`src/rtl/core/b64u_pkg.sv`:
```
// ----------------------------------------------------------------------------
// b64u_pkg
// Shared types, character codes and the symbol lookup for the Base64 and
// Base64url stream decoder.
// ----------------------------------------------------------------------------
package b64u_pkg;

  localparam int unsigned SymW  = 8;
  localparam int unsigned ByteW = 8;
  localparam int unsigned ValW  = 6;

  // Character codes of the two alphabets and the pad character.
  localparam logic [SymW-1:0] CharPad   = 8'h3D;  // '='
  localparam logic [SymW-1:0] CharPlus  = 8'h2B;  // '+'
  localparam logic [SymW-1:0] CharMinus = 8'h2D;  // '-'
  localparam logic [SymW-1:0] CharSlash = 8'h2F;  // '/'
  localparam logic [SymW-1:0] CharUnder = 8'h5F;  // '_'
  localparam logic [SymW-1:0] CharUpA   = 8'h41;  // 'A'
  localparam logic [SymW-1:0] CharUpZ   = 8'h5A;  // 'Z'
  localparam logic [SymW-1:0] CharLoA   = 8'h61;  // 'a'
  localparam logic [SymW-1:0] CharLoZ   = 8'h7A;  // 'z'
  localparam logic [SymW-1:0] CharDig0  = 8'h30;  // '0'
  localparam logic [SymW-1:0] CharDig9  = 8'h39;  // '9'

  // Value offsets of the lower-case letters and the digits.
  localparam logic [SymW-1:0] OffsLower = 8'd26;
  localparam logic [SymW-1:0] OffsDigit = 8'd52;
  localparam logic [ValW-1:0] ValDash   = 6'd62;
  localparam logic [ValW-1:0] ValSlash  = 6'd63;

  // Decoded symbol: six-bit value and a flag for a character outside both
  // alphabets (whose value then reads as zero).
  typedef struct packed {
    logic            bad;
    logic [ValW-1:0] val;
  } sym_t;

  // One result as it leaves the decoder.
  typedef struct packed {
    logic [ByteW-1:0] data_byte;
    logic             byte_valid;
    logic             done_res;
    logic             bad_input;
  } result_t;

  function automatic sym_t sym_lookup(input logic [SymW-1:0] c);
    sym_t            s;
    logic [SymW-1:0] t;
    s.bad = 1'b0;
    s.val = '0;
    t     = '0;
    if (c >= CharUpA && c <= CharUpZ) begin
      t     = c - CharUpA;
      s.val = t[ValW-1:0];
    end else if (c >= CharLoA && c <= CharLoZ) begin
      t     = c - CharLoA + OffsLower;
      s.val = t[ValW-1:0];
    end else if (c >= CharDig0 && c <= CharDig9) begin
      t     = c - CharDig0 + OffsDigit;
      s.val = t[ValW-1:0];
    end else if (c == CharPlus || c == CharMinus) begin
      s.val = ValDash;
    end else if (c == CharSlash || c == CharUnder) begin
      s.val = ValSlash;
    end else begin
      s.bad = 1'b1;
    end
    return s;
  endfunction

endpackage

```
`src/rtl/core/b64u_step.sv`:
```
// ----------------------------------------------------------------------------
// b64u_step
// Group state of the decoder and the combinational decode of one character.
// ----------------------------------------------------------------------------
module b64u_step (
  input  logic                     clk_i,
  input  logic                     rst_ni,
  input  logic                     take_i,
  input  logic [b64u_pkg::SymW-1:0] symbol_i,
  input  logic                     final_char_i,
  output logic                     has_result_o,
  output b64u_pkg::result_t        result_o
);
  import b64u_pkg::*;

  logic [1:0]      pos_q, pos_d;
  logic [ValW-1:0] carry_q, carry_d;
  logic            pad_q, pad_d;
  logic            err_q, err_d;
  logic            lead_q, lead_d;
  sym_t            sym;
  logic [ByteW-1:0] byte_val;
  logic            byte_ok;

  assign sym = sym_lookup(symbol_i);

  always_comb begin
    pos_d    = pos_q;
    carry_d  = carry_q;
    pad_d    = pad_q;
    err_d    = err_q;
    lead_d   = lead_q;
    byte_val = '0;
    byte_ok  = 1'b0;
    if (symbol_i == CharPad) begin
      pad_d = 1'b1;
    end else if (pad_q) begin
      // Anything but padding after padding is malformed.
      err_d = 1'b1;
    end else if (pos_q == 2'd0) begin
      lead_d  = sym.bad;
      carry_d = sym.val;
      pos_d   = 2'd1;
    end else begin
      err_d  = err_q | sym.bad | ((pos_q == 2'd1) & lead_q);
      lead_d = 1'b0;
      case (pos_q)
        2'd1: begin
          byte_val = {carry_q, sym.val[5:4]};
          carry_d  = {2'b00, sym.val[3:0]};
        end
        2'd2: begin
          byte_val = {carry_q[3:0], sym.val[5:2]};
          carry_d  = {4'b0000, sym.val[1:0]};
        end
        default: begin
          byte_val = {carry_q[1:0], sym.val};
          carry_d  = '0;
        end
      endcase
      pos_d   = pos_q + 2'd1;
      byte_ok = ~err_d;
    end
  end

  assign has_result_o         = final_char_i | byte_ok;
  assign result_o.data_byte   = byte_ok ? byte_val : '0;
  assign result_o.byte_valid  = byte_ok;
  assign result_o.done_res    = final_char_i;
  assign result_o.bad_input   = final_char_i & err_d;

  always_ff @(posedge clk_i or negedge rst_ni) begin
    if (!rst_ni) begin
      pos_q   <= '0;
      carry_q <= '0;
      pad_q   <= 1'b0;
      err_q   <= 1'b0;
      lead_q  <= 1'b0;
    end else if (take_i) begin
      if (final_char_i) begin
        pos_q   <= '0;
        carry_q <= '0;
        pad_q   <= 1'b0;
        err_q   <= 1'b0;
        lead_q  <= 1'b0;
      end else begin
        pos_q   <= pos_d;
        carry_q <= carry_d;
        pad_q   <= pad_d;
        err_q   <= err_d;
        lead_q  <= lead_d;
      end
    end
  end

endmodule

```
`src/rtl/core/base64url_stream_decoder.sv`:
```
// Each result is registered, in the skid entry if the result register is held.
// Throughput: one character per cycle unless stalled; the loop through the group
// position and carried bits, updated once per accepted character, sets this figure.
// A two-entry output stage (result register and skid register) lets characters keep
// flowing while a result waits; input stalls only when both entries are full.
// Reset: asynchronous, active low; clears group state and empties the output stage.
// ----------------------------------------------------------------------------
// base64url_stream_decoder
// Streaming decoder for the Base64 and Base64url alphabets, one character per
// request, with a sticky error and a done result on the last character.
// ----------------------------------------------------------------------------
module base64url_stream_decoder (
  input  logic                       clk_i,
  input  logic                       rst_ni,
  input  logic                       in_valid_i,
  output logic                       in_ready_o,
  input  logic [b64u_pkg::SymW-1:0]  symbol_i,
  input  logic                       final_char_i,
  output logic                       out_valid_o,
  input  logic                       out_ready_i,
  output logic [b64u_pkg::ByteW-1:0] data_byte_o,
  output logic                       byte_valid_o,
  output logic                       done_res_o,
  output logic                       bad_input_o
);
  import b64u_pkg::*;

  // A request is taken whenever the skid entry is free. The skid entry is
  // only ever filled while the result register is held, so a free skid entry
  // always leaves room for one more result.
  logic    take;
  logic    has_result;
  result_t new_res;

  logic    out_valid_q, out_valid_d;
  result_t out_res_q, out_res_d;
  logic    skid_valid_q, skid_valid_d;
  result_t skid_res_q, skid_res_d;
  logic    out_fire;
  logic    out_free;

  assign in_ready_o = ~skid_valid_q;
  assign take       = in_valid_i & in_ready_o;

  b64u_step u_step (
    .clk_i        (clk_i),
    .rst_ni       (rst_ni),
    .take_i       (take),
    .symbol_i     (symbol_i),
    .final_char_i (final_char_i),
    .has_result_o (has_result),
    .result_o     (new_res)
  );

  assign out_fire = out_valid_q & out_ready_i;
  // The result register can load this cycle if it is empty or being drained.
  assign out_free = ~out_valid_q | out_fire;

  always_comb begin
    out_valid_d  = out_valid_q;
    out_res_d    = out_res_q;
    skid_valid_d = skid_valid_q;
    skid_res_d   = skid_res_q;
    if (out_free) begin
      if (skid_valid_q) begin
        // Oldest result first: the skid entry moves forward.
        out_valid_d  = 1'b1;
        out_res_d    = skid_res_q;
        skid_valid_d = 1'b0;
      end else if (take && has_result) begin
        out_valid_d = 1'b1;
        out_res_d   = new_res;
      end else begin
        out_valid_d = 1'b0;
      end
    end else if (take && has_result) begin
      // Result register is held by the consumer; park the new result.
      skid_valid_d = 1'b1;
      skid_res_d   = new_res;
    end
  end

  always_ff @(posedge clk_i or negedge rst_ni) begin
    if (!rst_ni) begin
      out_valid_q  <= 1'b0;
      skid_valid_q <= 1'b0;
    end else begin
      out_valid_q  <= out_valid_d;
      skid_valid_q <= skid_valid_d;
    end
  end

  // Payload registers carry no reset.
  always_ff @(posedge clk_i) begin
    out_res_q  <= out_res_d;
    skid_res_q <= skid_res_d;
  end

  assign out_valid_o  = out_valid_q;
  assign data_byte_o  = out_res_q.data_byte;
  assign byte_valid_o = out_res_q.byte_valid;
  assign done_res_o   = out_res_q.done_res;
  assign bad_input_o  = out_res_q.bad_input;

`ifndef SYNTHESIS
  // The skid entry is only occupied behind a full result register.
  a_skid_behind_out : assert property (@(posedge clk_i) disable iff (!rst_ni)
    skid_valid_q |-> out_valid_q)
    else $error("skid entry holds a result while the result register is empty");

  // A shown result always carries a byte or ends the stream.
  a_result_nonempty : assert property (@(posedge clk_i) disable iff (!rst_ni)
    out_valid_o |-> (byte_valid_o || done_res_o))
    else $error("empty result presented");

  // Error status is only reported with the done result.
  a_bad_with_done : assert property (@(posedge clk_i) disable iff (!rst_ni)
    (out_valid_o && bad_input_o) |-> done_res_o)
    else $error("bad_input without done_res");

  // A result without a byte shows a zero data field.
  a_zero_when_no_byte : assert property (@(posedge clk_i) disable iff (!rst_ni)
    (out_valid_o && !byte_valid_o) |-> (data_byte_o == '0))
    else $error("data_byte not zero on a result without a byte");

  // The skid entry fills only while the result register was stalled.
  a_skid_fill_on_stall : assert property (@(posedge clk_i) disable iff (!rst_ni)
    $rose(skid_valid_q) |-> $past(out_valid_q && !out_ready_i))
    else $error("skid entry filled while the result register could load");
`endif

endmodule
```
`config.mk`:
```
export PLATFORM = sky130hd
export DESIGN_NAME = base64url_stream_decoder
export DESIGN_NICKNAME = d
export VERILOG_FILES = /design/src/rtl/core/b64u_pkg.sv /design/src/rtl/core/b64u_step.sv /design/src/rtl/core/base64url_stream_decoder.sv
export SDC_FILE = /design/constraint.sdc
export NUM_CORES = 1
export LEC_CHECK = 0
export BUFFER_PORTS_ARGS = -buffer_cell sky130_fd_sc_hd__buf_2
export CAP_MARGIN = 40
export CORE_MARGIN = 1
export CORE_UTILIZATION = 56
export DETAILED_ROUTE_END_ITERATION = 8
export GPL_TIMING_DRIVEN = 0
export PLACE_DENSITY = 0.77
export SLEW_MARGIN = 10
export SYNTH_ARGS = -nofsm -noshare
export SYNTH_HDL_FRONTEND = slang
export SYNTH_SLANG_ARGS = --single-unit
```
`constraint.sdc`:
```
create_clock -name clk_i -period 6.2 [get_ports clk_i]
set_clock_uncertainty 0.1 [all_clocks]
set_input_delay 0.93 -clock clk_i [delete_from_list [all_inputs] [get_ports clk_i]]
set_output_delay 0.93 -clock clk_i [all_outputs]
set_load 0.02 [all_outputs]
```
Word-level counts from Yosys, hierarchy flattened

Index checks and enable logic that the tools add are counted.

Register bits: 35
Input bits: 13
Word-level logic and storage cells: 105
Output and inout port bits: 13

Equal/unequal tests: 9
Mux-type cells: 43
Reductions and logical operators: 14
Magnitude comparators: 6
Bitwise operators: 12
$add $sub $neg: 6

Operators with widths:

| cell                | number |
|---|---|
| $mux 6              | 9 |
| $eq 8x6->1 const B  | 4 |
| $mux 8              | 4 |
| $mux 1              | 22 |
| $mux 11             | 2 |
| $ge 8x7->1 const B  | 2 |
| $le 8x7->1 const B  | 2 |
| $pmux 8 s2          | 1 |
| $sub 6x6->6 const B | 2 |
| $eq 8x7->1 const B  | 1 |
| $ge 8x6->1 const B  | 1 |
| $le 8x6->1 const B  | 1 |
| $mux 2              | 4 |
| $pmux 4 s2          | 1 |
| $add 6x5->6 const B | 1 |
| $add 6x6->6 const B | 1 |
| $reduce_and 2->1    | 3 |
| $reduce_bool 2->1   | 3 |
| $sub 6x1->6 const B | 1 |
| $and 1x1->1         | 4 |
| $logic_and 1x1->1   | 4 |
| $ne 2x2->1 const B  | 2 |
| $not 1->1           | 4 |
| $or 1x1->1          | 4 |
| other kinds (6)     | 7 |

Depth between registers and ports, before layout

Gate-level depths: netlist of run 1.

Depth in word-level cells: 17
Depth in mapped cells: 11
Gate-level depth less buffers: 9

Hierarchy

Synthesis of run 1 repeated with hierarchy kept, for this count alone.

Cells, all modules: 233
Area total of the unflattened synthesis: 2356.0 µm²

By module, submodules not included:

| module                   | sequential area each (µm²) | times used | cells each | area each (µm²) |
|---|---|---|---|---|
| b64u_step                | 275.3                      | 1          | 188        | 1435.1 |
| base64url_stream_decoder | 710.7                      | 1          | 45         | 920.9 |

Worst setup path after synthesis of run 1

OpenSTA, ideal clock, no wires.

Path kind: in2reg
Start: input symbol_i[2] in the netlist's numbering
End: register skid_res_q[0] in the netlist's numbering, enable pin
Buffers on the path: 1
Data arrival time: 3280 ps
Data required time: 5704 ps
Stages on the path: 9
Library setup time: 396 ps
Path slack: 2424 ps
Path through: buf_6 > inv_1 > ha_1 > a21o_1 > o311a_4 > nor3_4 > o311ai_4 > nand2b_1 > nor3b_1

Longest elaborated chain between the ends: 16
Elaborated cells between the ends (all ways): 30
Those cells by class: order compare: 6; eq/ne: 5; mux: 8; bitwise: 4; reduce/logical: 7

RTL lines:

| what                                                                | RTL line                       | text |
|---|---|---|
| start: declaration                                                  | base64url_stream_decoder.sv:17 | `input logic [b64u_pkg::SymW-1:0] symbol_i,` |
| parallel branches: the longest is 12 deep, another holds $ge 8x6->1 | -                              |  |
| $mux 1 *                                                            | b64u_step.sv:35                | `if (symbol_i == CharPad) begin` |
| $or 1x1->1 *                                                        | b64u_step.sv:66                | `assign has_result_o = final_char_i \| byte_ok;` |
| $logic_and 1x1->1 *                                                 | base64url_stream_decoder.sv:76 | `end else if (take && has_result) begin` |
| $reduce_and 2->1 (no source line) *                                 | -                              |  |
| end signal: assignment                                              | base64url_stream_decoder.sv:96 | `skid_res_q <= skid_res_d;` |
| end: declaration                                                    | base64url_stream_decoder.sv:38 | `result_t skid_res_q, skid_res_d;` |

Mark *: on every way between the ends.
A chain may end at the register's enable or synchronous reset.

Final worst setup path of run 1

Start: input symbol_i[2] in the netlist's numbering
End: register out_res_q (netlist bit data_byte_o[0]), enable pin

Longest elaborated chain between the ends: 17
Elaborated cells between the ends (all ways): 31
Those cells by class: order compare: 6; eq/ne: 5; mux: 8; bitwise: 4; reduce/logical: 8

RTL lines:

| what                                                                | RTL line                       | text |
|---|---|---|
| parallel branches: the longest is 12 deep, another holds $ge 8x6->1 | -                              |  |
| $mux 1 *                                                            | b64u_step.sv:35                |  |
| $or 1x1->1 *                                                        | b64u_step.sv:66                |  |
| $logic_and 1x1->1 *                                                 | base64url_stream_decoder.sv:70 | `end else if (take && has_result) begin` |
| $reduce_bool 2->1 (no source line) *                                | -                              |  |
| $reduce_and 2->1 (no source line) *                                 | -                              |  |
| end signal: assignment                                              | base64url_stream_decoder.sv:95 | `out_res_q <= out_res_d;` |
| end: declaration                                                    | base64url_stream_decoder.sv:36 | `result_t out_res_q, out_res_d;` |

Marks and branches as above.

==> results of run 1 <==
flip-flops by register name (all words and copies together) (netlist names):
| signal | count |
|---|---|
| skid_valid_q | 1 |
| byte_valid_o | 1 |
| done_res_o | 1 |
| skid_res_q | 11 |
| data_byte_o | 8 |
| bad_input_o | 1 |
| u_step.err_q | 1 |
| u_step.pos_q | 2 |
| u_step.pad_q | 1 |
| u_step.carry_q | 6 |
| out_valid_o | 1 |
| u_step.lead_q | 1 |
through the flow:
step / instances / worst slack [ns] / area [µm²] / hold slack [ns] / utilization [%]
final: 319 / 2.48 / 2670 / 0.405 / 66.3
after global routing: 319 / 2.25 / 2670 / 0.418 / 66.3
after detailed placement: 311 / 2.20 / 2560 / 0.388 / 63.5
after floorplan: 235 / 2.42 / 2360 / 0.366 / -
after CTS: 319 / 2.50 / 2670 / 0.406 / 66.3
after global placement: 310 / 1.72 / 2550 / 0.380 / 63.2
cell type report:
class | count | share of cell area [%]
Multi-Input combinational cell | 175 | 47.4
Tap cell | 50 | 2.34
Clock inverter | 3 | 1.64
Inverter | 15 | 2.11
Buffer | 10 | 2.06
Sequential cell | 35 | 36.9
Timing Repair Buffer | 26 | 4.96
Clock buffer | 5 | 2.57
final timing paths:
| kind | from | end | slack (ns) | cells past startpoint |
|---|---|---|---|---|
| max | symbol_i[2] | data_byte_o[0] | 2.48 | 13 |
| max in group asynchronous | rst_ni | u_step.carry_q[2] | 5.35 | 1 |
| min reg2reg | u_step.carry_q[4] | u_step.carry_q[4] | 0.41 | 1 |
| max reg2reg | u_step.pos_q[0] | skid_res_q[4] | 3.64 | 6 |
| min in group clk_i | u_step.carry_q[4] | u_step.carry_q[4] | 0.41 | 1 |
| min | rst_ni | skid_valid_q | 0.41 | 1 |
where the power goes:
group	leakage [nW]	switching (mW)	internal (mW)	total [mW]
logic	0.659	0.132	0.0694	0.201
registers	0.374	0.0113	0.273	0.284
clock network	0.0581	0.0873	0.120	0.207
total	1.09	0.230	0.462	0.692
logic make-up (layout without fill, tap and decap cells):
| group | Yosys count | in the layout | share of synthesized area (%) |
|---|---|---|---|
| buffers and inverters | 25 | 59 | 4.72 |
| AO/OA/AOI/OAI | 77 | 77 | 26.5 |
| XOR/XNOR | 4 | 4 | 1.48 |
| adder cells (fa/ha/maj) | 13 | 13 | 6.89 |
| AND/OR/NAND/NOR | 76 | 76 | 16.3 |
| multiplexers | 5 | 5 | 2.39 |
| flip-flops | 35 | 35 | 41.8 |
cell usage after synthesis (2+ instances only):
cell type   n  area share [%]
nand2_1    30             4.8
edfxtp_1   22              28
a21oi_1    16             3.4
nor2_1     15             2.4
dfrtp_1    13              14
ha_1       13             6.9
inv_1      12             1.9
o21ai_0     8             1.7
a211oi_1    5             1.6
buf_2       5             1.1
mux2_2      5             2.4
nand3_1     5             1.1
o21ai_1     5             1.1
a32o_1      4             1.7
nor2b_1     4             1.1
nor3_1      4            0.85
a21o_1      3            0.95
a22oi_1     3            0.95
clkbuf_1    3            0.48
nand3b_1    3            0.95
o211ai_1    3            0.95
o31ai_2     3             1.6
xor2_1      3             1.1
a221o_1     2            0.85
a221oi_1    2            0.74
a221oi_2    2             1.3
a22o_1      2            0.74
and4_1      2            0.74
inv_2       2            0.32
nand2b_1    2            0.53
nand4_1     2            0.53
o22ai_1     2            0.53
o31ai_1     2            0.64
or3b_1      2            0.74
routing by layer:
metal	wire length, µm	vias to the layer above
met5	0	-
met4	80	0
met3	242	8
met2	2600	75
met1	2270	925
li1	-	955
==> summary.md, run 1 <==
| Metric | Value |
|---|---|
| Run status | `completed` |
| Top Ports | `26` |
| Lkg Pwr | `around 1.1 nW` |
| Commonest cells after routing, fill and taps aside | `30 x buf_2, 30 x nand2_1, 22 x edfxtp_1` |
| Most used DFF post-synth | `edfxtp_1` |
| FP Rows | `23` |
| Initial drt markers | `125` |
| Via count | `1,963` |
| Core footprint | `4030 µm²` |
| Worst-path clk slew | `about 0.08 ns` |
| Setup_tns | `0 ns` |
| Slew headroom | `44.4%` |
| Final setup vio count | `0` |
| Gr ovfl total | `0` |
| DRT Wirelength | `~5.2 mm` |
| Die area | `4480 µm²` |
| WP data required | `6.14 ns` |
| # fillers | `332` |
| Avg Vias per Cell | `6.15` |
| CTS H-tree depth | `2` |
| Crit start category | `primary input` |
| I/O Buffers | `25` |
| Global-route wire length before repair | `8.56 mm` |
| CP peak stage delay | `0.53 ns` |
| Final-report max-slew violation count | `0` |
| CP Capture Type | `register` |
| Sequential cell area | `986 µm²` |
| Resize count post-CTS | `0` |
| Post-synth EDFFs | `22` |
| Avg Synthesized Cell Area | `10.0 µm²` |
| DIE WIDTH | `66.9 µm` |
| Met2 Usage GRT | `about 44%` |
| Mapped Area | `2360 µm²` |
| Syn nets | `between 200 and 300` |
| Total power | `692 µW` |
| Setup CP Type | `in2reg` |
| Largest net degree at the start of global routing | `14` |
| Antenna-violating nets left | `0` |
| Hold Vio Cnt, Final | `0` |
| Clk_lat worst skew | `0.29 ns` |
| Clk buf depth | `2` |
| Total clock sinks | `35` |
| CTS tree | `done` |
| Antenna Cells | `0` |
| YS warnings | `0` |
| Area Overhead vs Synth | `13.3%` |
| Yosys reg bits | `35` |
| Achievable clock frequency | `around 270 MHz` |
| Hpwl dp | `3.92 mm` |
| Synth Instances | `235` |
| Hold_buf cts | `0` |
| Buf+Inv Stages, Crit Path | `5` |
| GRT Util Overall | `25.7%` |
| M3 GR Usage | `4.62%` |
| Netlist cell types | `60` |
| GRT busiest layer | `met2` |
| Critical-path top delay cell | `o311ai_4` |
| PD cells | `259 nW/µm²` |
| WL per Instance | `16.3 µm` |
| Initial Util | `58.6%` |
| Max-cap violation count | `0` |
| Worst-path fanout max | `9` |
| Hold Path Class | `in2async` |
| Routability congestion estimate | `~0.94` |
| Post-CTS Setup Repair Bufs | `0` |
| DRC | `0` |
| Fraction of registers with async set/reset | `37.1%` |
| DRT Pass-1 Iters | `5` |
| Num CTS Buffers | `5` |
| Post-synthesis sequential area ratio | `41.8%` |
| Peak VDD IR | `around 0.11 mV` |
| Critical-path cell list | `buf_2 -> buf_6 -> inv_1 -> ha_1 -> a22o_1 -> or2_0 -> a31o_1 -> buf_2 -> o311ai_4 -> nand2b_1 -> a21oi_1 -> a21oi_1 -> buf_4` |
| Vias in the first global route | `1,802` |
| Layout cells sized above 1 | `23.0%` |
| RSZ-0062 raised after global routing | `no` |
| Die Ht | `roughly 67 µm` |
| M1 GR Usage | `32.1%` |
| Final nets | `294` |
| Cell family with most CP delay | `compound AO/OA/AOI/OAI gates` |
| Crit path DAT | `3.67 ns` |
| Clk Tree Root Cell | `clkbuf_8` |
| Initial antenna violation count | `0` |
| Area occupied by multi-input gates | `1270 µm²` |
| Period utilisation layout | `approximately 60%` |
| Final worst path period need | `between 3 and 4 ns` |
| Least-Margin Pin Slew | `0.830 ns` |
(Power assumes the default switching activity.)
==> run 2: changes to the inputs <==
--- a/config.mk
+++ b/config.mk
@@ -5,13 +5,14 @@
 export SDC_FILE = /design/constraint.sdc
 export NUM_CORES = 1
 export LEC_CHECK = 0
+export ABC_AREA = 1
 export BUFFER_PORTS_ARGS = -buffer_cell sky130_fd_sc_hd__buf_2
 export CAP_MARGIN = 40
 export CORE_MARGIN = 1
-export CORE_UTILIZATION = 56
+export CORE_UTILIZATION = 53
 export DETAILED_ROUTE_END_ITERATION = 8
 export GPL_TIMING_DRIVEN = 0
-export PLACE_DENSITY = 0.77
+export PLACE_DENSITY = 0.76
 export SLEW_MARGIN = 10
 export SYNTH_ARGS = -nofsm -noshare
 export SYNTH_HDL_FRONTEND = slang
==> constraint.sdc (replaced) <==
create_clock -name clk_i -period 3.31 [get_ports clk_i]
set_clock_uncertainty 0.1 [all_clocks]
set_input_delay 0.4965 -clock clk_i [delete_from_list [all_inputs] [get_ports clk_i]]
set_output_delay 0.4965 -clock clk_i [all_outputs]
set_load 0.02 [all_outputs]
==> run 2 against run 1 <==
  * The run now ends with design-rule violations left
  * Die area rose by 13%
  * Critical path depth rose by 1
  * Sequential power rose by 98%
  * Critical path type unchanged
  * Critical endpoint is now skid_res_q[5]
==> summary.md, run 2 <==
| Metric | Value |
|---|---|
| Initial drt markers | `137 (+9.6%)` |
| Achievable clock frequency | `335 MHz` |
| Setup_tns | `0 ns (unchanged)` |
| PD cells | `485 nW/µm² (+87%)` |
| Most used DFF post-synth | `edfxtp_1` |
| Crit start category | `primary input` |
| Slew headroom | `39.3% (-5.1 points)` |
| Hpwl dp | `4.27 mm (+9.0%)` |
| Die Ht | `71.0 µm (+6.1%)` |
| Synth Instances | `331 (+41%)` |
| # fillers | `400 (+20%)` |
| Synth top area cells | `edfxtp_1 26%, nand2_1 16%, dfrtp_1 13%` |
| Commonest non-fill, non-tap cell in the layout | `nand2_1` |
| DRT Pass-1 Iters | `8 (+3)` |
| RSZ-0062 raised after global routing | `no` |
| Avg Vias per Cell | `5.28 (-14%)` |
| Antenna-violating nets left | `0 (unchanged)` |
| GRT Util Overall | `23.3% (-2.4 points)` |
| Hold Vio Cnt, Final | `0 (unchanged)` |
| Final nets | `388 (+32%)` |
| Clk buf depth | `2 (unchanged)` |
| DRT met1 WL | `2.40 mm (+5.5%)` |
| Clk_lat worst skew | `0.29 ns (about the same)` |
| Met2 WL | `2.76 mm (+6.0%)` |
| YS warnings | `0 (unchanged)` |
| Antenna Cells | `0 (unchanged)` |
| Dominant cell type by area after synthesis | `edfxtp_1` |
| Global-route wire length before repair | `9.15 mm (+6.9%)` |
| DRC | `3 (+3)` |
| Mapped Area | `2520 µm² (+6.9%)` |
| FP Rows | `24 (+4.3%)` |
| DIE WIDTH | `71.0 µm (+6.1%)` |
| CP Capture Type | `register` |
| Largest net degree at the start of global routing | `14 (unchanged)` |
| Initial Util | `56.4% (-2.2 points)` |
| WL per Instance | `13.1 µm (-19%)` |
| Final setup vio count | `0 (unchanged)` |
| Layout cells sized above 1 | `19.3% (-3.8 points)` |
| Total power | `1.36 mW (+96%)` |
| Routability congestion estimate | `0.886 (-5.7%)` |
| Run status | `complete, but fails checks` |
| Via count | `2,190 (+12%)` |
| Peak VDD IR | `0.287 mV (+160%)` |
| Most frequent cell after synthesis | `nand2_1` |
| Core footprint | `4470 µm² (+11%)` |
| Commonest cells after routing, fill and taps aside | `106 x nand2_1, 39 x inv_1, 26 x nand3_1` |
| Worst-path fanout max | `11 (+2)` |
| Largest Register | `skid_res_q` |
| Final core occ | `62.6% (-3.8 points)` |
| Post-synthesis sequential area ratio | `39.1% (-2.7 points)` |
| Area Overhead vs Synth | `10.9%` |
| Post-CTS Setup Repair Bufs | `0 (unchanged)` |
| Final-report max-slew violation count | `0 (unchanged)` |
| DR top layer | `met4` |
| Fin worst setup slack | `0.328 ns (-2.15 ns)` |
| Netlist cell types | `37 (-38%)` |
| Clk Tree Root Cell | `clkbuf_8` |
| Total clock sinks | `35 (unchanged)` |
| Gr ovfl total | `0 (unchanged)` |
| Max-cap violation count | `0 (unchanged)` |
| Top Ports | `26 (unchanged)` |
| Setup CP Type | `in2reg` |
| Max reg flops | `11 (unchanged)` |
| Fraction of registers with async set/reset | `37.1% (unchanged)` |
| Hold Path Class | `in2reg` |
| Worst-path clk slew | `0.07 ns (about the same)` |
| DRT Wirelength | `5.44 mm (+4.8%)` |
| Vias in the first global route | `2,035 (+13%)` |
| Dpl ws | `0.0190 ns (-2.18 ns)` |
| Die area | `5040 µm² (+13%)` |
| Synth top area share | `26.2% (-1.8 points)` |
| WP data required | `3.12 ns (-3.02 ns)` |
| Least-Margin Pin Slew | `0.906 ns (+0.0767 ns)` |
| CTS tree | `done` |
| Post-synth EDFFs | `22 (unchanged)` |
| Initial antenna violation count | `0 (unchanged)` |
| Num CTS Buffers | `5 (unchanged)` |
| Avg Synthesized Cell Area | `7.62 µm² (-24%)` |
| Crit path DAT | `2.79 ns (-0.88 ns)` |
| Failing checks | `design-rule violations` |
| Period utilisation layout | `between 90% and 100%` |
| Synth top cells by count | `106 x nand2_1, 39 x inv_1, 26 x nand3_1` |
| I/O Buffers | `23 (-8.0%)` |
| CTS H-tree depth | `2 (unchanged)` |
| Syn nets | `357 (+37%)` |
| WL met3 | `252 µm (+4.1%)` |
| Yosys reg bits | `35 (unchanged)` |
| Lkg Pwr | `1.39 nW (+27%)` |
| Final worst path period need | `2.98 ns` |
run 2: changes by cell type after synthesis, moves of 5 or more:
cell     delta
nand2_1    +76
buf_2       -5
nand2_2     +6
nor2_1      +5
a21oi_1     -5
nand3_2     +5
mux2_2      -5
inv_1      +27
o21ai_0     +5
nand3_1    +21
run 2: timing repair:
| action | CTS | global route |
|---|---|---|
| hold buffers | 1 | 0 |
| resized for setup | 0 | 0 |
| hold endpoints to repair | 13 | 0 |
run 2: final timing paths:
kind	from	to	slack (ns)	depth (start not counted)
setup / recovery	symbol_i[0]	skid_res_q[5]	0.33	14
hold / removal	final_char_i	skid_res_q[1]	0.33	1
setup reg to reg	u_step.pos_q[1]	skid_res_q[5]	0.71	7
hold reg to reg	u_step.lead_q	u_step.lead_q	0.42	2
max in group asynchronous	rst_ni	u_step.carry_q[2]	2.33	2
min in group asynchronous	rst_ni	u_step.carry_q[0]	0.54	2
run 2: power breakdown:
part	leakage (nW)	switching (mW)	internal (mW)
Combinational	0.962	0.338	0.151
Sequential	0.387	0.0241	0.539
Clock	0.0412	0.158	0.147
Total	1.39	0.520	0.838
run 2: worst max-delay path, stage by stage:
cell and delay (ns):
buf_2 0.17, inv_1 0.10, ha_1 0.22, inv_1 0.10, nand2_1 0.06, nand2_1 0.13
nor2_1 0.09, nor2_4 0.16, nand2_4 0.09, nand3_2 0.12, nand3_4 0.14, o21ai_2 0.15
inv_1 0.08, nor2_1 0.69
run 2: area by class of cell:
class | count | area, µm² | area share (%)
Tap cell | 52 | 65.1 | 2.32
Sequential cell | 35 | 986 | 35.2
Timing Repair Buffer | 24 | 125 | 4.47
Inverter | 49 | 189 | 6.75
Multi-Input combinational cell | 241 | 1300 | 46.3
Clock inverter | 2 | 12.5 | 0.447
Clock buffer | 6 | 72.6 | 2.59
Buffer | 6 | 52.6 | 1.88
run 2: per-stage QoR:
step	hold slack [ns]	cell area (µm²)	std cells
6_report	0.329	2800	415
5_1_grt	0.316	2800	415
4_1_cts	0.313	2800	415
3_5_place_dp	0.303	2700	406
3_3_place_gp	0.300	2700	406
2_1_floorplan	0.101	2520	331
run 2: kinds of logic (layout without fill, tap and decap cells):
logic type | after synthesis | count (layout) | share of synthesized area (%)
AOI/OAI and AO/OA | 44 | 44 | 10.3
xor gates and xnor gates | 5 | 5 | 1.74
adders and majority gates | 13 | 13 | 6.45
buffers and inverters | 55 | 87 | 9.57
DFF | 35 | 35 | 39.1
muxes | 1 | 1 | 0.397
and+or+nand+nor | 178 | 178 | 32.5
run 2: metal layers:
layer,vias to the layer above,GRT usage [%]
li1,1133,-
met5,-,0
met3,4,4.13
met1,1003,29.5
met4,0,6.44
met2,50,41.0
==> run 3: changes to the inputs <==
--- a/config.mk
+++ b/config.mk
@@ -11,7 +11,7 @@
 export CORE_MARGIN = 1
 export CORE_UTILIZATION = 53
 export DETAILED_ROUTE_END_ITERATION = 8
-export GPL_TIMING_DRIVEN = 0
+export GPL_TIMING_DRIVEN = 1
 export PLACE_DENSITY = 0.76
 export SLEW_MARGIN = 10
 export SYNTH_ARGS = -nofsm -noshare
==> run 3 against run 2 <==
  * The flow now finishes without violations
  * Maximum frequency up 15%
  * Design area decreased by 0.85%
  * Combinational power down 1%
  * Sequential power increased by 0.9%
  * Total power shrank 0.77%
  * Global-route usage decreased by 1.0 points
  * Flip-flop and latch count unchanged
  * Via count shrank 1.8%
  * First-iteration DRC count unchanged
  * Routed wire length decreased by 2.2%
  * Setup slack gained 0.39 ns
  * Critical path type unchanged
  * Critical endpoint is now data_byte_o[0]
==> summary.md, run 3 (same netlist as run 2, synthesis figures left out) <==
| Metric | Value |
|---|---|
| Hpwl dp | `4.26 mm (-0.28%)` |
| Setup CP Type | `in2reg` |
| Gr ovfl total | `0 (unchanged)` |
| Largest net degree at the start of global routing | `16 (+2)` |
| Buf+Inv Stages, Crit Path | `5 (+1)` |
| Critical-path top delay cell | `inv_1` |
| I/O Buffers | `25 (+8.7%)` |
| Largest Register | `skid_res_q` |
| Max-cap violation count | `0 (unchanged)` |
| Crit start category | `primary input` |
| DIE WIDTH | `71.0 µm (unchanged)` |
| Critical-path cell list | `buf_2 -> inv_1 -> ha_1 -> inv_1 -> nand2_1 -> nand2_1 -> nor2_1 -> nor2_4 -> nand2_4 -> nand3_2 -> nand3_4 -> o21ai_2 -> inv_1 -> nand2_1 -> nand2_1 -> inv_1` |
| Hold Path Class | `in2reg` |
| Dpl ws | `0.408 ns (+0.389 ns)` |
| Crit path DAT | `2.44 ns (-0.35 ns)` |
| Commonest non-fill, non-tap cell in the layout | `nand2_1` |
| DRT Wirelength | `5.32 mm (-2.2%)` |
| Clk buf depth | `2 (unchanged)` |
| Initial antenna violation count | `0 (unchanged)` |
| PD cells | `485 nW/µm² (about the same)` |
| Run status | `completed` |
| Max reg flops | `11 (unchanged)` |
| Hold Vio Cnt, Final | `0 (unchanged)` |
| Die Ht | `71.0 µm (unchanged)` |
| Final worst path period need | `2.59 ns (-0.387 ns)` |
| Worst-path clk slew | `0.07 ns (about the same)` |
| CP peak stage delay | `0.28 ns (-0.41 ns)` |
| CP Capture Type | `register` |
| Die area | `5040 µm² (unchanged)` |
| Area Overhead vs Synth | `9.97%` |
| Achievable clock frequency | `385 MHz (+15%)` |
| Antenna-violating nets left | `0 (unchanged)` |
| WL per Instance | `12.9 µm (-2.0%)` |
| Worst-path fanout max | `11 (unchanged)` |
| Total clock sinks | `35 (unchanged)` |
| RSZ-0062 raised after global routing | `no` |
| WP data required | `3.16 ns (+0.04 ns)` |
| Cell family with most CP delay | `simple AND/OR/NAND/NOR gates` |
| Final-report max-slew violation count | `0 (unchanged)` |
| Layout cells sized above 1 | `19.1% (-0.22 points)` |
| Final nets | `387 (-0.26%)` |
| Antenna Cells | `0 (unchanged)` |
| Num CTS Buffers | `5 (unchanged)` |
| Least-Margin Pin Slew | `0.472 ns (-0.434 ns)` |
| Global-route wire length before repair | `8.67 mm (-5.3%)` |
| Vias in the first global route | `1,936 (-4.9%)` |
| Placed inst area | `2680 µm² (-0.74%)` |
| Core footprint | `4470 µm² (unchanged)` |
| Final Cell Area | `2780 µm² (-0.85%)` |
| Final setup vio count | `0 (unchanged)` |
| Top Ports | `26 (unchanged)` |
| FP Rows | `24 (unchanged)` |
| Routability congestion estimate | `0.929 (+4.8%)` |
| Peak VDD IR | `0.218 mV (-24%)` |
| Clk Tree Root Cell | `clkbuf_8` |
| DRT Pass-1 Iters | `7 (-1)` |
| Initial drt markers | `137 (unchanged)` |
| Avg Vias per Cell | `5.19 (-1.6%)` |
| Fin worst setup slack | `0.715 ns (+0.387 ns)` |
| Commonest cells after routing, fill and taps aside | `106 x nand2_1, 39 x inv_1, 26 x nand3_1` |
| Initial Util | `56.4% (unchanged)` |
| DRC | `0 (-3)` |
| Lkg Pwr | `1.39 nW (-0.36%)` |
| # fillers | `387 (-3.3%)` |
| Slew headroom | `68.5% (+29 points)` |
| Period utilisation layout | `78.4% (-12 points)` |
| Clk_lat worst skew | `0.29 ns (about the same)` |
| Setup_tns | `0 ns (unchanged)` |
| CTS tree | `done` |
| Resize count post-CTS | `0 (unchanged)` |
| GRT Util Overall | `22.3% (-1.0 points)` |
| CTS H-tree depth | `2 (unchanged)` |
| Via count | `2,150 (-1.8%)` |
-- run 3: cell types whose count changed in the layout (fill, tap and decap cells not counted), sizes merged --
cell,change
clkinvlp,-1
-- run 3: worst paths after layout --
check                                 from                end  slack (ns)  cells past startpoint
max                            symbol_i[0]     data_byte_o[0]        0.72                     16
min reg2reg                  skid_res_q[9]     data_byte_o[6]        0.41                      2
max reg2reg                u_step.pos_q[1]     data_byte_o[0]        1.04                      9
max in group asynchronous           rst_ni      u_step.lead_q        2.34                      2
min                           final_char_i      skid_res_q[1]        0.32                      1
min in group asynchronous           rst_ni  u_step.carry_q[0]        0.54                      2
-- run 3: repair_timing --
| action | 4_1_cts | 5_1_grt |
|---|---|---|
| buffers inserted | 0 | 0 |
| hold buffers | 1 | 0 |
| hold endpoints to repair | 13 | 0 |
| endpoints found under the setup margin | 0 | 0 |
-- run 3: final cells by class --
class	count	area, µm²	area share [%]
Clock inverter	1	5.00	0.180
Sequential cell	35	986	35.5
Timing Repair Buffer	29	158	5.68
Inverter	49	189	6.81
Clock buffer	7	76.3	2.75
Multi-Input combinational cell	241	1300	46.7
Tap cell	52	65.1	2.34
-- run 3: through the flow --
stage | power, mW | utilization (%) | std cells | hold slack [ns]
floorplan | 0.930 | - | 331 | 0.101
global placement | 1.04 | 60.0 | 405 | 0.300
detailed placement | 1.05 | 60.0 | 405 | 0.304
CTS | 1.35 | 62.0 | 414 | 0.318
global route | 1.42 | 62.0 | 414 | 0.324
finish | 1.35 | 62.0 | 414 | 0.324
-- run 3: power breakdown --
group	internal (mW)	switching, mW
combinational	0.149	0.333
clock	0.148	0.150
sequential	0.539	0.0287
total	0.836	0.511
-- run 3: metal layers --
layer | up-vias | share of wire (%) | global-route usage, %
li1 | 1122 | - | -
met1 | 953 | 47 | 29.6
met2 | 69 | 46 | 37.3
met3 | 6 | 5.2 | 3.70
met4 | 0 | 1.6 | 7.11
met5 | - | 0 | 0
